File: src/design/aspc_pkg.sv
// ----------------------------------------------------------------------------
// aspc_pkg: shared types and constants of the apriori subset prune check
// Item and result structs, action codes, sequencer states and the token
// that travels down the row of candidate cells.
// ----------------------------------------------------------------------------
package aspc_pkg;

	localparam int TABLE_ENTRIES_DEF = 256;
	localparam int MAX_K_DEF         = 8;
	localparam int ITEM_BITS_DEF     = 16;
	localparam int K_BITS            = 4;

	typedef enum logic [1:0] {
		ACT_WRITE_ITEM = 2'd0,
		ACT_WRITE_SIZE = 2'd1,
		ACT_WRITE_CAND = 2'd2,
		ACT_CHECK      = 2'd3
	} action_t;

	typedef enum logic [1:0] {
		ST_IDLE,
		ST_ISSUE,
		ST_WAIT
	} state_t;

	typedef struct packed {
		action_t     action;
		logic [7:0]  entry_index;
		logic [3:0]  position;
		logic [15:0] item_value;
		logic [3:0]  entry_size;
		logic [8:0]  entries_in_use;
		logic [3:0]  subset_size;
	} item_t;

	typedef struct packed {
		logic subsets_frequent;
		logic bad_request;
	} result_t;

	// one table entry moving down the cell row
	typedef struct packed {
		logic valid;
		logic last;
		logic ok;
	} chain_tok_t;

endpackage

File: src/design/aspc_cell.sv
// ----------------------------------------------------------------------------
// aspc_cell: one candidate element cell
// Holds one candidate element, checks it against the passing table entry and
// hands the entry and the running coverage flag to the next cell.
// ----------------------------------------------------------------------------
module aspc_cell #(
	parameter int CELL_IDX  = 0,
	parameter int MAX_K     = aspc_pkg::MAX_K_DEF,
	parameter int ITEM_BITS = aspc_pkg::ITEM_BITS_DEF
) (
	input  logic                              clk,
	input  logic                              arst_n,
	input  logic                              wr_en,
	input  logic [3:0]                        wr_pos,
	input  logic [ITEM_BITS-1:0]              wr_item,
	input  logic [aspc_pkg::K_BITS-1:0]       k,
	input  logic [aspc_pkg::K_BITS-1:0]       skip,
	input  aspc_pkg::chain_tok_t              tok_in,
	input  logic [MAX_K*ITEM_BITS-1:0]        word_in,
	output aspc_pkg::chain_tok_t              tok_out,
	output logic [MAX_K*ITEM_BITS-1:0]        word_out
);

	logic [ITEM_BITS-1:0]   cand_q;
	logic                   tok_valid_q;
	logic                   tok_last_q;
	logic                   tok_ok_q;
	logic [MAX_K*ITEM_BITS-1:0] word_q;
	logic                   hit;
	logic                   cell_free;

	always_comb begin
		hit = 1'b0;
		for (int m = 0; m < MAX_K; m++) begin
			if ((m < int'(k)) && (word_in[m*ITEM_BITS +: ITEM_BITS] == cand_q)) begin
				hit = 1'b1;
			end
		end
		// element left out of this subset, or beyond the candidate
		cell_free = (CELL_IDX > int'(k)) || (CELL_IDX == int'(skip));
	end

	always_ff @(posedge clk) begin
		if (wr_en && (32'(wr_pos) == CELL_IDX)) begin
			cand_q <= wr_item;
		end
		word_q     <= word_in;
		tok_last_q <= tok_in.last;
		tok_ok_q   <= tok_in.ok && (cell_free || hit);
	end

	always_ff @(posedge clk or negedge arst_n) begin
		if (!arst_n) begin
			tok_valid_q <= 1'b0;
		end else begin
			tok_valid_q <= tok_in.valid;
		end
	end

	always_comb begin
		tok_out.valid = tok_valid_q;
		tok_out.last  = tok_last_q;
		tok_out.ok    = tok_ok_q;
	end

	assign word_out = word_q;

endmodule

File: config.mk
export PLATFORM = sky130hd
export DESIGN_NAME = aspc_cell
export DESIGN_NICKNAME = d
export VERILOG_FILES = /design/src/design/aspc_pkg.sv /design/src/design/aspc_cell.sv
export SDC_FILE = /design/constraint.sdc
export NUM_CORES = 1
export LEC_CHECK = 0
export BUFFER_PORTS_ARGS = -buffer_cell sky130_fd_sc_hd__buf_2
export CAP_MARGIN = 20
export CORE_MARGIN = 5
export CORE_UTILIZATION = 45
export DETAILED_ROUTE_END_ITERATION = 10
export PLACE_DENSITY = 0.83
export SLEW_MARGIN = 20
export SYNTH_ARGS = -nofsm -noshare
export SYNTH_HDL_FRONTEND = slang
export SYNTH_SLANG_ARGS = --single-unit
File: constraint.sdc
create_clock -name clk -period 2.7 [get_ports clk]
set_input_delay 0.54 -clock clk [delete_from_list [all_inputs] [get_ports clk]]
set_output_delay 0.54 -clock clk [all_outputs]
set_load 0.05 [all_outputs]
==> results of run 1 <==
==> cell usage in the layout, fill, tap and decap left out <==
cell type      netlist  final
xor2_1               4      4
dfxtp_1            130    130
buf_4                3      1
inv_6                0      2
nor4_2               3      3
a221o_1              1      1
nor3_2               0      1
edfxtp_1            16     16
nand3_1              2      2
clkinv_2             0      1
o31ai_1              1      1
clkinv_4             0      1
clkbuf_8             0      3
o21ai_1              1      1
dlygate4sd3_1        0      1
dfrtp_1              1      1
xnor2_1            124    124
nand4_1             31     31
clkinvlp_4           0      1
clkbuf_1             0      1
bufinv_16            0      3
nor4_1               7      7
nor3_1               2      1
nor2_1               1      1
o21a_1               1      1
buf_2                0    292
nand2_1              2      2
inv_1                1      1
clkbuf_16            0     20
a211oi_1             1      1
a21oi_1              3      3
o21ai_0              1      1
diode_2              0      1
==> final cells by class <==
type | instances | area share (%)
multi-input cells | 185 | 21.51
clock inverters | 8 | 1.860
well taps | 136 | 2.456
inverters | 1 | 0.05418
repair buffers | 294 | 21.35
clock buffers | 24 | 7.874
flip-flops and latches | 147 | 44.86
diodes | 1 | 0.03612
==> per-layer routing <==
layer,global-route usage (%),share of wire [%]
met1,27.19,37
met2,44.94,52
met3,8.556,8.9
met4,10.34,2.3
met5,0,0
==> cells in the mapped netlist (all sizes together) <==
cell type | n | area share, %
nor2 | 1 | 0.078
nor4 | 10 | 1.7
buf | 19 | 4.2
nand4 | 31 | 4.0
dfrtp | 1 | 0.52
nand2 | 2 | 0.16
xnor2 | 124 | 23
xor2 | 4 | 0.73
nor3 | 2 | 0.21
a221o | 1 | 0.21
dfxtp | 130 | 54
o21ai | 2 | 0.21
a211oi | 1 | 0.16
inv | 1 | 0.078
o21a | 1 | 0.16
edfxtp | 16 | 10
a21oi | 3 | 0.31
nand3 | 2 | 0.21
o31ai | 1 | 0.16
==> critical path, stage by stage (launching register included) <==
cell,delay (ns)
edfxtp_1,0.76
xnor2_1,0.18
nand4_1,0.20
nor4_2,0.09
o31ai_1,0.24
nand3_1,0.10
a221o_1,0.35
==> state kept, by name, summed over array words and instances (netlist names) <==
name / count
cand_q: 16
tok_last_q: 1
tok_ok_q: 1
tok_valid_q: 1
word_out: 128
==> power by group <==
| part | internal (mW) | switching, mW |
|---|---|---|
| registers | 2.32 | 0.0427 |
| clock network | 1.69 | 0.912 |
| logic | 0.242 | 0.555 |
==> per-stage QoR <==
step                      util [%]  hold slack, ns  instance area, sq um  cells
after floorplan                  -          0.2444                  4800    352
after global placement       60.18          0.3159                  6241    762
after detailed placement     60.18          0.3167                  6241    762
after CTS                    66.78          0.1011                  6925    795
after global routing         66.81          0.1038                  6928    796
final                        66.81          0.1256                  6928    796
==> cell families (layout without fill, tap and decap cells) <==
family	Yosys count	count (layout)	share of synthesized area [%]
buffers and inverters	20	327	4.301
flip-flops	147	147	64.75
AND/OR/NAND/NOR	48	48	6.387
XOR/XNOR	128	128	23.36
other	0	1	0
AO/OA/AOI/OAI	9	9	1.199
==> worst paths after layout <==
| path | start | endpoint | cells after the start |
|---|---|---|---|
| worst max-delay path | cand_q[11] | tok_ok_q | 6 |
| worst min-delay path | tok_in[2] | tok_valid_q | 1 |
| worst max register to register | cand_q[11] | tok_ok_q | 6 |
| worst min register to register | cand_q[12] | tok_ok_q | 4 |
| max in group asynchronous | arst_n | tok_valid_q | 2 |
| min in group asynchronous | arst_n | tok_valid_q | 2 |
==> impl_metrics.csv, run 1 <==
group,metric,value,unit
run_status,status,"complete, no violations",
worst_setup_path,crit_path_max_fanout,8,
yosys,yosys_register_bits,147,
worst_setup_path,critPathKind,"flop to flop",
timing,setup_violations,0,
grt,grt_max_degree,17,
yosys,synth_area_per_cell,13.64,sq um
drt,drc,0,
grt,grt_pass1_vias,4314,
pwr,p_total,5.755,mW
worst_hold_path,hold_class,"input pin to flop",
cts,clock_latency,0.53,ns
drt,drt_wl_total,16.15,mm
floorplan,core_area,0.01037,sq mm
floorplan,die_x,113.3,um
floorplan,rows,37,
layout,drive_above_1_share,49.77,%
cts,clk_pin_slew_worst_paths,0.06,ns
placed_design,place.gp.congestion,0.8142,
yosys,ys.warnings.count,0,
timing,setup_ws,0.6668,ns
pwr,p_leak,3.069,nW
grt,grt_overflow,0,
timing,fmax,491.8,MHz
timing,worst_pin_slew,0.6414,ns
cts,h-tree-depth,4,
floorplan,die_height,113.3,um
floorplan,dieArea,0.01283,sq mm
yosys,ys_types,22,
placed_design,port_buffers,292,
timing,fin_crit_sh,75.30,%
cts,ctsResizeCount,0,
drt,first_pass_iters,4,
cts,cts_buffer_depth,2,
worst_setup_path,arrival,2.44,ns
drt,vias_per_cell,4.687,
worst_setup_path,start_kind,"flop",
drt,wl_per_cell,20.28,um
timing,rsz0062_at_grt,"no",
drt,drt_iter0_drc,75,
cts,cts_tree,"built",
cts,post_cts_buffers,0,
yosys,syn_inst,352,
layout,multi_input_area,0.001490,sq mm
pwr,ir_drop,0.4412,mV
pwr,power.density,830.8,mW/mm^2
cts,holdBufCountCts,1,
cts,cts_sinks,147,
layout,regArea,0.003108,sq mm
layout,fill_cells,819,
yosys,synth_fp_nets,514,
floorplan,initial_core_util,46.28,%
timing,tns,0,ns
grt,antenna_found_initial,1,
yosys,yosysSeqAreaShare,64.75,%
timing,relSlewSlack,57.24,%
placed_design,place_hpwl,13.27,mm
worst_setup_path,crit_path_end_kind,"flop",
worst_setup_path,required,3.11,ns
placed_design,pre_cts_ws,0.7293,ns
drt,ant_nets,0,
cts,cts_made_buffers,17,
grt,grt_pass1_wl,23.86,mm
timing,drv_slew,0,
timing,finalClockSkew,0.01199,ns
worst_setup_path,r2r_setup_slack,0.67,ns
yosys,syn_area,0.004800,sq mm
timing,fin_crit,2.033,ns
floorplan,ios,293,
timing,hold_violations,0,
grt,track_usage,25.17,%
layout,area_growth,44.34,%
run,max-cap-violations,0,
cts,clock-root-buffer,"clkbuf_8",
drt,via_count,3731,
layout,nets,808,
Note: power is estimated with default switching activity, not from simulation.
==> run 2, diff against run 1 <==
- ABC_AREA: not set -> 1
- CORE_ASPECT_RATIO: not set -> 1.75
- CORE_UTILIZATION: 45 -> 44
- PLACE_DENSITY: 0.83 -> 0.8
- clock period: 2.7 -> 2 ns (I/O delays scaled with it)
==> run 2 against run 1 <==
Net effect:
- hold slack got worse by 0.045 ns
- clock-buffer cell count decreased by 2
- clock skew decreased by 0.0022 ns
- die area increased by 8.7%
- sequential share of layout area decreased by 1.5 points
- critical path depth increased by 4
- final cell count increased by 17%
- flip-flop and latch count unchanged
- setup slack got worse by 0.43 ns
- largest cell class unchanged
- synthesized cell count increased by 39%
==> impl_metrics.csv, run 2 <==
group,metric,value,unit
yosys,ys_types,27,
yosys,synth_edf_count,16,
pwr,p_seq_share,43.3,%
grt,antenna_found_initial,1,
worst_setup_path,required,2.35,ns
placed_design,place_hpwl,13.31,mm
cts,clock_latency,0.42,ns
layout,drive_above_1_share,42.98,%
timing,rsz0062_at_grt,"no",
grt,grt_overflow,0,
floorplan,dieArea,0.01395,sq mm
yosys,yosys_register_bits,147,
drt,ant_nets,0,
timing,relSlewSlack,66.95,%
yosys,yosysSeqAreaShare,60.84,%
pwr,power.density,1026,mW/mm^2
worst_setup_path,critPathBufInv,0,
run,max-cap-violations,0,
worst_setup_path,arrival,2.12,ns
timing,worst_pin_slew,0.4958,ns
worst_setup_path,worstPathCellList,"xor2_1, nor2_1, nand2_1, nor2_1, nand2_1, nand2_1, nand2_1, nand3_1, nor2_1, a21oi_2",
yosys,synth_fp_nets,653,
cts,cts_tree,"built",
cts,cts_made_buffers,17,
yosys,synth_top_cell_area_share,50.94,%
cts,cts_buffer_depth,2,
timing,hold_violations,0,
cts,h-tree-depth,4,
cts,clk_pin_slew_worst_paths,0.06,ns
layout,final_common_cell,"buf_2",
pwr,p_sw_share,27.73,%
pwr,p_leak,3.547,nW
cts,clock-root-buffer,"clkbuf_16",
yosys,syn_area,0.005109,sq mm
worst_hold_path,hold_class,"input pin to flop",
floorplan,die_height,152.5,um
yosys,synth_most_common_cell,"dfxtp_1",
drt,wl_per_cell,17.05,um
grt,track_usage,22.78,%
grt,grt_max_degree,17,
cts,holdBufCountCts,1,
yosys,synth_area_leaders,"dfxtp_1 51%, xnor2_1 10%, edfxtp_1 9.4%, nand2_1 6.8%, xor2_1 6.2%",
timing,fmax,566.3,MHz
yosys,yosysTopAreaCell,"dfxtp_1",
layout,largest_reg_flops,128,
worst_setup_path,start_kind,"flop",
cts,post_cts_buffers,0,
layout,layout_common_cells,"292 x buf_2, 130 x dfxtp_1, 93 x nand2_1",
floorplan,core_area,0.01145,sq mm
yosys,synth_ff_type,"dfxtp_1",
worst_setup_path,r2r_setup_slack,0.23,ns
cts,cts_sinks,147,
worst_setup_path,path_delay_family,"simple AND/OR/NAND/NOR gates",
layout,diodes,0,
pwr,ir_drop,0.9160,mV
yosys,synth_common_cells,"130 x dfxtp_1, 93 x nand2_1, 61 x xnor2_1",
yosys,syn_inst,491,
pwr,p_clk_share,42.0,%
worst_setup_path,timing.critical_path.mode_cell,"nand2_1",
pwr,p_int,5.309,mW
grt,grt_pass1_wl,24.18,mm
pwr,p_comb_share,14.8,%
floorplan,die_x,91.46,um
timing,fin_crit,1.766,ns
grt,grt_pass1_vias,4483,
worst_setup_path,crit_path_max_fanout,9,
drt,drt_iter0_drc,104,
worst_setup_path,cp_slowest_cell,"edfxtp_1",
pwr,p_sw,2.037,mW
timing,tns,0,ns
floorplan,rows,52,
drt,drc,0,
placed_design,port_buffers,292,
drt,vias_per_cell,4.483,
worst_setup_path,crit_path_end_kind,"flop",
worst_setup_path,critPathKind,"flop to flop",
timing,setup_violations,0,
timing,drv_slew,0,
drt,first_pass_iters,4,
yosys,ys.warnings.count,0,
yosys,synthArstFlopShare,0.6803,%
run_status,status,"complete, no violations",
timing,worst_hold_slack,0.08054,ns
layout,nets,947,
floorplan,initial_core_util,44.61,%
yosys,synth_area_per_cell,10.40,sq um
timing,fin_crit_sh,88.30,%
drt,drt_wl_total,15.91,mm
cts,ctsResizeCount,0,
placed_design,place.gp.congestion,0.8086,
layout,area_growth,40.19,%
drt,via_count,4183,
worst_setup_path,slowest_delay,0.59,ns
timing,finalClockSkew,0.009772,ns
floorplan,ios,293,
[run 2: cell count changes after synthesis, moves of 5 or more]
cell	delta
nand4_1	-14
inv_2	+12
nand2_1	+91
nor4_1	-6
inv_1	+26
xor2_1	+32
nand3_1	+5
xnor2_1	-63
nor2_1	+49
[run 2: layout make-up]
cell class | count | area (sq um)
timing repair buffer | 294 | 1479
sequential | 147 | 3108
inverter | 40 | 155.1
multi-input combinational | 285 | 1669
clock inverter | 10 | 95.09
tap | 135 | 168.9
clock buffer | 22 | 486.7
fill | 1018 | 4289
[run 2: final timing paths]
path	from	endpoint	depth (start not counted)
setup / recovery	cand_q[2]	tok_ok_q	10
hold / removal	tok_in[1]	tok_last_q	1
setup reg to reg	cand_q[2]	tok_ok_q	10
hold reg to reg	cand_q[6]	tok_ok_q	9
max in group asynchronous	arst_n	tok_valid_q	2
min in group asynchronous	arst_n	tok_valid_q	2
[run 2: power groups by stage]
stage	logic, mW	registers, mW	clock network, mW
2_1_floorplan	0.215	3.72	0
3_3_place_gp	1.09	3.24	0
3_5_place_dp	1.09	3.24	0
4_1_cts	1.10	3.18	3.13
5_1_grt	1.15	3.19	3.29
6_report	1.09	3.18	3.08
[run 2: cell families (layout without fill, tap and decap cells)]
| family | Yosys count | count (layout) | share of synthesized area (%) |
|---|---|---|---|
| and+or+nand+nor | 177 | 177 | 14.50 |
| xor gates and xnor gates | 97 | 97 | 16.63 |
| buffers and inverters | 59 | 366 | 6.784 |
| AOI/OAI and AO/OA | 11 | 11 | 1.249 |
| DFF | 147 | 147 | 60.84 |
[run 2: per-stage QoR]
| step | util (%) | instances | cell area [sq um] | worst slack (ns) | total power, mW |
|---|---|---|---|---|---|
| after detailed placement | 57.38 | 900 | 6570 | 0.2204 | 4.333 |
| after CTS | 62.54 | 933 | 7162 | 0.2061 | 7.402 |
| after floorplan | - | 491 | 5115 | 0.1619 | 3.931 |
| final | 62.54 | 933 | 7162 | 0.2341 | 7.345 |
| after global routing | 62.54 | 933 | 7162 | 0.05992 | 7.627 |
| after global placement | 57.38 | 900 | 6570 | 0.2782 | 4.323 |
[run 2: layer usage]
layer / vias to the layer above / track usage (%) / share of wire, %
li1: 2105 / - / -
met1: 1871 / 23.46 / 34
met2: 177 / 41.72 / 56
met3: 28 / 6.917 / 7.2
met4: 2 / 9.371 / 2.1
met5: - / 0 / 0.082
==> run 3, diff against run 2 <==
- CORE_UTILIZATION: 44 -> 45
- CTS_BUF_LIST: not set -> sky130_fd_sc_hd__clkbuf_4
- HOLD_SLACK_MARGIN: not set -> 0.06
- PLACE_DENSITY: 0.8 -> 0.82
==> run 3 against run 2 <==
Net effect:
- core utilization is 12 points higher
- combinational power is 23% higher
- non-clock buffer count increased by 146
- fmax shrank 0.60%
- die area is 2.0% lower
- via count grew 20%
- critical path depth down 2
- critical path type unchanged
==> impl_metrics.csv, run 3 (synthesis gave the netlist of run 2 again) <==
group,metric,value,unit
run_status,status,"complete, no violations",
layout,largest_reg_flops,128,
worst_setup_path,crit_path_end_kind,"flop",
drt,drc,0,
placed_design,place_hpwl,13.19,mm
layout,fill_cells,760,
timing,rsz0062_at_grt,"no",
timing,worst_pin_slew,0.5289,ns
floorplan,die_x,90.54,um
cts,post_cts_buffers,0,
timing,hold_violations,0,
placed_design,port_buffers,292,
grt,grt_overflow,0,
layout,drive_above_1_share,36.44,%
timing,finalClockSkew,0.02058,ns
layout,final_common_cell,"buf_2",
worst_setup_path,critPathBufInv,0,
drt,drt_wl_total,19.66,mm
layout,layout_common_cells,"292 x buf_2, 147 x dlygate4sd3_1, 130 x dfxtp_1",
worst_setup_path,crit_path_max_fanout,8,
worst_setup_path,path_delay_family,"flip-flops",
cts,clock-root-buffer,"clkbuf_4",
drt,via_count,5004,
worst_setup_path,timing.critical_path.mode_cell,"nor2_1",
layout,multi_input_area,0.001669,sq mm
worst_setup_path,arrival,2.28,ns
pwr,power.density,774.9,mW/mm^2
layout,final_core_util,75.01,%
floorplan,initial_core_util,46.01,%
timing,drv_slew,0,
worst_setup_path,cp_slowest_cell,"edfxtp_1",
worst_setup_path,slowest_delay,0.63,ns
layout,area_growth,63.02,%
floorplan,core_area,0.01110,sq mm
drt,first_pass_iters,4,
drt,ant_nets,0,
run,max-cap-violations,0,
grt,grt_pass1_vias,5589,
pwr,ir_drop,0.6587,mV
grt,grt_max_degree,17,
layout,regArea,0.003108,sq mm
pwr,p_leak,4.026,nW
floorplan,dieArea,0.01367,sq mm
floorplan,rows,51,
timing,relSlewSlack,64.74,%
timing,fmax,562.9,MHz
timing,tns,0,ns
drt,vias_per_cell,4.642,
cts,cts_made_buffers,17,
grt,track_usage,28.53,%
cts,clk_pin_slew_worst_paths,0.14,ns
placed_design,place.gp.congestion,0.8201,
layout,nets,1093,
cts,cts_buffer_depth,2,
worst_hold_path,hold_class,"input pin to flop",
cts,clock_latency,0.55,ns
drt,wl_per_cell,18.24,um
timing,setup_violations,0,
timing,worst_hold_slack,0.08767,ns
worst_setup_path,required,2.50,ns
cts,cts_tree,"built",
floorplan,ios,293,
cts,h-tree-depth,4,
timing,fin_crit,1.777,ns
worst_setup_path,worstPathCellList,"xor2_1, nor2_1, nand2_1, nor2_1, nand3_1, a21boi_1, nor2_1, a21oi_2",
floorplan,die_height,151.0,um
cts,ctsResizeCount,0,
grt,antenna_found_initial,2,
drt,drt_iter0_drc,194,
cts,cts_sinks,147,
grt,grt_pass1_wl,29.64,mm
worst_setup_path,critPathKind,"flop to flop",
timing,fin_crit_sh,88.83,%
worst_setup_path,start_kind,"flop",
## run 3: cell types whose count changed in the layout (fill, tap and decap cells not counted)
cell and delta:
bufinv_16 +1, clkbuf_1 -3, clkbuf_16 -19, clkbuf_4 +18, clkinv_1 +2, clkinv_2 -3
clkinv_4 +1, diode_2 +2, dlygate4sd3_1 +146, inv_4 +2, inv_8 +1
## run 3: per-layer routing
layer / global-route usage (%) / part of all wire (%) / wire (um)
met5: 0 / 0 / 0
met4: 15.57 / 4.2 / 824
met3: 7.455 / 6.1 / 1194
met2: 52.98 / 56 / 10990
met1: 28.56 / 34 / 6652
## run 3: per-stage QoR
stage	cell area, sq um	power [mW]	std cells	worst slack [ns]
floorplan	5115	3.931	491	0.1619
global placement	6566	4.313	897	0.2664
detailed placement	6566	4.330	897	0.2268
CTS	8323	6.408	1076	0.1896
global route	8328	6.680	1078	0.02232
finish	8328	6.454	1078	0.2235
## run 3: final cells by class
| type | instances | area share, % |
|---|---|---|
| diodes | 2 | 0.06010 |
| clock buffers | 18 | 1.623 |
| clock inverters | 14 | 1.803 |
| inverters | 40 | 1.863 |
| multi-input cells | 285 | 20.04 |
| flip-flops and latches | 147 | 37.32 |
| well taps | 132 | 1.983 |
| repair buffers | 440 | 35.31 |
## run 3: final timing paths
kind                       startpoint     endpoint  slack (ns)  cells past startpoint
setup / recovery            cand_q[3]     tok_ok_q        0.22                      8
hold / removal              tok_in[0]     tok_ok_q        0.09                      3
setup reg to reg            cand_q[3]     tok_ok_q        0.22                      8
hold reg to reg            cand_q[11]     tok_ok_q        1.20                      7
max in group asynchronous      arst_n  tok_valid_q        1.78                      2
min in group asynchronous      arst_n  tok_valid_q        0.13                      2
## run 3: what timing repair did
item                                   4_1_cts  5_1_grt
endpoints found under the hold margin      147        0
hold buffers                               147        0
setup endpoints to repair                    0        0
## run 3: power breakdown
part / switching (mW) / total, mW / internal, mW
Combinational: 0.834 / 1.34 / 0.502
Sequential: 0.0630 / 3.19 / 3.12
Clock: 1.16 / 1.93 / 0.772
## run 3: worst reg2reg max path, stage by stage, from the launching register on
cell and delay, ns:
edfxtp_1 0.63, xor2_1 0.25, nor2_1 0.10, nand2_1 0.09
nor2_1 0.23, nand3_1 0.12, a21boi_1 0.14, nor2_1 0.07
a21oi_2 0.12
